===== src/rtl/sit_pkg.sv =====
// Shared constants and types for the segment intersection test block.
package sit_pkg;

  // Default coordinate width, in bits.
  localparam int COORD_BITS_DEFAULT = 16;

  // Register stages from an input transfer to the result register.
  localparam int SIT_STAGES = 6;

  // Per-stage load enables and valid bits of the pipeline.
  typedef struct packed {
    logic [SIT_STAGES-1:0] en;
    logic [SIT_STAGES-1:0] vld;
  } pipe_ctrl_t;

endpackage


===== src/rtl/sit_pipe_ctrl.sv =====
// Pipeline flow control: per-stage valid bits and load enables with bubble removal.
module sit_pipe_ctrl (
  input  logic                clk,
  input  logic                rst,
  input  logic                in_valid,
  input  logic                out_ready,
  output logic                in_ready,
  output sit_pkg::pipe_ctrl_t ctrl
);

  localparam int N = sit_pkg::SIT_STAGES;

  logic [N-1:0] vld;
  logic [N-1:0] en;

  // A stage may load when it is empty or the stage after it moves on
  always_comb begin
    en[N-1] = !vld[N-1] || out_ready;
    for (int k = N - 2; k >= 0; k--) begin
      en[k] = !vld[k] || en[k+1];
    end
  end

  // Valid bits follow the data
  always_ff @(posedge clk) begin
    if (rst) begin
      vld <= '0;
    end else begin
      if (en[0]) begin
        vld[0] <= in_valid;
      end
      for (int k = 1; k < N; k++) begin
        if (en[k]) begin
          vld[k] <= vld[k-1];
        end
      end
    end
  end

  assign in_ready = en[0];
  assign ctrl.en  = en;
  assign ctrl.vld = vld;

endmodule


===== config.mk =====
export PLATFORM = sky130hd
export DESIGN_NAME = sit_pipe_ctrl
export DESIGN_NICKNAME = d
export VERILOG_FILES = /design/src/rtl/sit_pkg.sv /design/src/rtl/sit_pipe_ctrl.sv
export SDC_FILE = /design/constraint.sdc
export NUM_CORES = 1
export LEC_CHECK = 0
export BUFFER_PORTS_ARGS = -buffer_cell sky130_fd_sc_hd__buf_2
export CORE_AREA = 10 10 47 49
export CTS_BUF_LIST = sky130_fd_sc_hd__clkbuf_16
export CTS_CLUSTER_DIAMETER = 30
export CTS_CLUSTER_SIZE = 10
export DETAILED_ROUTE_END_ITERATION = 8
export DIE_AREA = 0 0 57 59
export GPL_TIMING_DRIVEN = 0
export PLACE_DENSITY = 0.5
export SLEW_MARGIN = 20
export SYNTH_ARGS = -nofsm -noshare
export SYNTH_HDL_FRONTEND = slang
export SYNTH_SLANG_ARGS = --single-unit

===== constraint.sdc =====
create_clock -name clk -period 1.06 [get_ports clk]
set_clock_uncertainty 0.05 [all_clocks]
set_input_delay 0.053 -clock clk [delete_from_list [all_inputs] [get_ports clk]]
set_output_delay 0.053 -clock clk [all_outputs]
set_load 0.02 [all_outputs]

==> results of run 1 <==
-- area by class of cell --
class                           instances  area (um^2)
Buffer                                  2        22.52
Clock buffer                            3        75.07
Clock inverter                          1        3.754
Fill cell                             146        877.1
Inverter                                5        18.77
Multi-Input combinational cell         14        103.9
Sequential cell                         6        131.4
Tap cell                               16        20.02
Timing Repair Buffer                   21        148.9
-- layout by cell type (no fill, tap or decap) --
cell type  count
nand2b_4       1
clkbuf_16      3
inv_1          5
or2_4          1
dfxtp_4        3
nor2_1         3
buf_4          5
buf_2         11
dfxtp_1        3
inv_2          1
nand4_4        1
buf_6          7
nand3_2        1
nand2_1        1
a21oi_1        5
and4b_1        1
-- per-layer routing --
metal / track usage, % / routed length (um) / part of all wire (%) / up-vias
met5: 0 / 0 / 0 / -
met4: 7.047 / 23 / 3.1 / 0
met3: 1.717 / 46 / 6.2 / 2
met2: 6.977 / 378 / 51 / 7
met1: 4.048 / 290 / 39 / 116
li1: - / - / - / 136
-- critical path, stage by stage, from the launching register on --
cell and delay (ps):
dfxtp_4 330, and4b_1 200, buf_6 120, nand4_4 110, buf_6 140, buf_6 120
-- path summary, 6_finish.rpt --
check / from / end / slack [ps] / cells after the start
setup reg to reg: vld[3] / vld[0] / -110 / 5
setup / recovery: vld[3] / ctrl[6] / -290 / 5
hold reg to reg: vld[3] / vld[4] / 430 / 2
hold / removal: rst / vld[5] / 8 / 2
-- stage by stage --
step	std cells	setup slack, ps
floorplan	27	-83.55
global placement	59	-109.9
detailed placement	59	-110.6
CTS	67	-301.9
global route	68	-336.2
finish	68	-293.2
-- power by group through the flow --
stage / clock network, W / logic (W) / registers (W)
finish: 0.000612 / 0.0000320 / 0.000234
global route: 0.000653 / 0.0000349 / 0.000235
CTS: 0.000626 / 0.0000328 / 0.000234
detailed placement: 0 / 0.0000302 / 0.000237
global placement: 0 / 0.0000300 / 0.000238
floorplan: 0 / 0.00000716 / 0.000244
-- repair_timing --
action	CTS	global route
hold buffers	0	0
resized for setup	12	0
setup endpoints to repair	7	8
pin swaps	1	2
buffers inserted	4	1
-- cells by family after synthesis --
kind of cell / Yosys count
buf+inv: 7
flops: 6
simple gates: 9
compound gates: 5
==> results.cfg, run 1 <==
[final_layout]
drive_gt1_share_pct = 65.38
largestRegisters = vld: 6 flops
fin_util_pct = 37.41
largest_reg_flops = 6
antenna_cells = 0
syn2layout_area_growth_pct = 124.1
design_area_um2 = 524.3
final_nets = 57
regMostFlops = vld

[synthesis]
dominantRegCellSynth = dfxtp_1
syn_inst = 27
synth_edf_count = 0
synth_top_family_by_area = simple AND/OR/NAND/NOR gates
yosys.area_share.adder_pct = 0
yosysWarningCount = 0
synth_top_area_cell = dfxtp_1
ys_seq_elements = 6
synthSimpleGateAreaFrac_pct = 23.53
synth_fp_nets = 31
synth-xor-area-share_pct = 0
synth_commonest_cells = 6 x dfxtp_1, 5 x a21oi_1, 5 x inv_1
synth-compound-area-share_pct = 10.70
yosysMostFrequentCell = dfxtp_1
synth_area_leaders = dfxtp_1 51%, a21oi_1 11%, inv_1 8.0%
synthMuxAreaShare_pct = 0
syn_avg_cell_area_um2 = 8.666
synth_cell_types = 11
synth_top_area_share_pct = 51.34
seq_area_frac_synth_pct = 51.34
async_reset_ff_share_pct = 0
syn_area_um2 = 234.0

[pwr]
switching_share_pct = 16.96
power_frac_seq_pct = 26.7
p_int_w = 0.0007291
p_per_area_nw_per_um2 = 1675
leakagePower_nw = 0.2560
power.net_switching_w = 0.0001489
p_clk_share_pct = 69.7
pwr-share-comb_pct = 3.6
power_w = 0.0008780
vdd_drop_max_uv = 676.4

[timing]
final.min_clock_period_ps = 1353
setup_violations = 9
tns_ps = -1500
slew_headroom_pct = 83.09
hold-worst-slack_ps = 8.339
worst_slew_pin_slew_ps = 253.2
period_share_pct = 127.7
rsz0062_at_grt = yes
drv_slew = 0
layout_setup_ws_ps = -293.2
finalHoldViolations = 0
timing.fmax_mhz = 739.0

[cts]
htreeDepth = 1
cts_tree = built
clock_sinks = 6
path_clk_slew_ps = 30
cts_made_buffers = 3
cts-root-buf = clkbuf_16
clockBufferDepth = 2
clkLatencyLatePin_ps = 230

[global_routing]
grt.total_usage_pct = 4.671
grt-ovfl-total = 0
grt_max_degree = 7
antenna_found_initial = 0
grt_pass1_vias = 273
grt_pass1_wl_um = 1173

[floorplanning]
core_um2 = 1401
dieArea_um2 = 3363
num_rows = 14
ios = 17
start_util_pct = 16.70
chipHeight_um = 59
die_x_um = 57

[place]
io_buffers = 16
place_congestion = 0.6275
place_area_um2 = 371.6
place.detailed.hpwl_um = 562.1

[route]
drc_errors = 0
drt_iter0_markers = 3
vias = 261
viasPerCell = 3.838
firstDrtPassIters = 2
ant_nets = 0
routed_wl_um = 739
wl_per_cell_um = 10.87

[min_path]
hp-class = input pin to register

[job]
drv_cap = 0

[worst_setup_path]
required_ps = 960
end_kind = output port
cp.arrival_ps = 1250
startpoint_type = register
cp_max_fo = 4
path_class = register to output port

[run_status]
violations = negative setup slack
status = finished with violations
No activity file was read; power rests on OpenSTA's default activity.
==> run 2: changes to the inputs <==
==> constraint.sdc (replaced) <==
create_clock -name clk -period 1.06 [get_ports clk]
set_clock_uncertainty 0.05 [all_clocks]
set_input_delay 0 -clock clk [delete_from_list [all_inputs] [get_ports clk]]
set_output_delay 0 -clock clk [all_outputs]
set_load 0.02 [all_outputs]
==> run 2 against run 1 <==
Compared with the run above:
- sequential power about the same
- the run still ends with negative setup slack left
- sequential share of layout area down 2.0 points
- die area unchanged
- sequential cell count unchanged
- global-route usage up 0.69 points
- first-iteration DRC count up 100%
- largest power group unchanged
- power up 2.4%
- non-clock buffer count up 3
- wire length up 12%
==> results.cfg, run 2 (synthesis results as in run 1) <==
[worst_setup_path]
cp.arrival_ps = 1270
startpoint_type = register
r2r_start = vld[3]
crit_buf_inv = 3
cp_max_fo = 4
reg2reg_depth = 5
slowest_stage = dfxtp_4
r2r_slack_ps = -120
cp_cell_sequence = and4b_1 -> buf_6 -> nand4_4 -> buf_6 -> buf_6
cp_num_cells = 5
cp_common_cell = buf_6
crit_path_start = vld[3]
path_class = register to output port
worst_path_largest_cell_delay_ps = 330
end_kind = output port
required_ps = 1010
path_delay_family = buffers and inverters

[timing]
drv_slew = 0
timing.fmax_mhz = 756.5
finalHoldViolations = 0
setup_violations = 9
worst_slew_pin_slew_ps = 294.2
period_share_pct = 124.7
final.min_clock_period_ps = 1322
slew_headroom_pct = 80.36
tns_ps = -1225
layout_setup_ws_ps = -261.9
rsz0062_at_grt = yes

[final_layout]
largest_reg_flops = 6
largestRegisters = vld: 6 flops
final_nets = 60
drive_gt1_share_pct = 67.27
antenna_cells = 0
fin_util_pct = 40.71
finalNonFillerCells = 71
final_common_cell = buf_2
syn2layout_area_growth_pct = 143.9
mostFrequentLayoutCells = 11 x buf_2, 8 x buf_6, 5 x inv_1, 5 x buf_4
nFillCells = 147
regMostFlops = vld

[pwr]
vdd_drop_max_uv = 1039
p_per_area_nw_per_um2 = 1576
leakagePower_nw = 0.2707

[cts]
clockBufferDepth = 2
cts_made_buffers = 3
clkLatencyLatePin_ps = 230
clock_sinks = 6
path_clk_slew_ps = 40
htreeDepth = 1
cts-root-buf = clkbuf_16
cts_tree = built

[place]
dpl.cell_count = 59
io_buffers = 16
place_congestion = 0.6749

[run_status]
violations = negative setup slack
status = finished with violations

[floorplanning]
die_x_um = 57
core_um2 = 1401
chipHeight_um = 59
start_util_pct = 16.70
num_rows = 14
ios = 17
dieArea_um2 = 3363

[route]
routed_wl_um = 824
vias = 279
drt_iter0_markers = 6
firstDrtPassIters = 3
wl_per_cell_um = 11.61
viasPerCell = 3.930
drc_errors = 0
ant_nets = 0

[global_routing]
grt_pass1_vias = 335
grt.total_usage_pct = 5.356
antenna_found_initial = 0
grt_pass1_wl_um = 1393
grt_max_degree = 7
grt-ovfl-total = 0

[min_path]
hold_start = out_ready
hp-class = input pin to register
holdPathStages = 3

[job]
drv_cap = 0
-- run 2: timing repair --
action | 4_1_cts | 5_1_grt
endpoints found under the setup margin | 6 | 9
endpoints found under the hold margin | 6 | 0
setup buffers | 3 | 3
gates resized for setup | 13 | 2
pin swaps | 2 | 2
cloned | 0 | 0
hold buffers | 2 | 0
-- run 2: area by class of cell --
type	count	area (um^2)	area share, %
Inverter	5	18.77	3.289
Sequential cell	6	131.4	23.03
Multi-Input combinational cell	14	118.9	20.83
Timing Repair Buffer	24	180.2	31.58
Buffer	2	22.52	3.947
Clock inverter	1	3.754	0.6579
Tap cell	16	20.02	3.509
Clock buffer	3	75.07	13.16
-- run 2: path summary, 6_finish.rpt --
| check | end |
|---|---|
| worst max-delay path | ctrl[6] |
| worst max register to register | vld[0] |
| worst min-delay path | vld[5] |
| worst min register to register | vld[1] |
-- run 2: routing by layer --
metal,up-vias,track usage [%],routed length [um]
met5,-,0,0
li1,140,-,-
met2,9,8.992,454
met4,0,6.040,11
met1,128,4.626,320
met3,2,1.931,38
-- run 2: stage by stage --
| stage | cell area [um^2] | power, W | setup slack [ps] | hold slack, ps |
|---|---|---|---|---|
| after floorplan | 280.3 | 0.0002535 | -72.44 | 9.357 |
| after global placement | 380.4 | 0.0002695 | -76.63 | 190.6 |
| after detailed placement | 380.4 | 0.0002698 | -78.00 | 185.2 |
| after CTS | 540.5 | 0.0009052 | -253.7 | 27.53 |
| after global routing | 570.5 | 0.0009366 | -310.3 | 47.97 |
| final | 570.5 | 0.0008993 | -261.9 | 27.63 |
-- run 2: power breakdown --
group | total, W | switching, W | internal, W
registers | 0.000234 | 0.00000797 | 0.000226
clock network | 0.000623 | 0.000134 | 0.000490
logic | 0.0000414 | 0.0000211 | 0.0000204
total | 0.000899 | 0.000163 | 0.000736
-- run 2: worst min-delay path, delay by kind of cell --
kind | cells | cell delay [ps]
buffers and inverters | 1 | 90
AO/OA/AOI/OAI | 1 | 60
AND/OR/NAND/NOR | 1 | 120
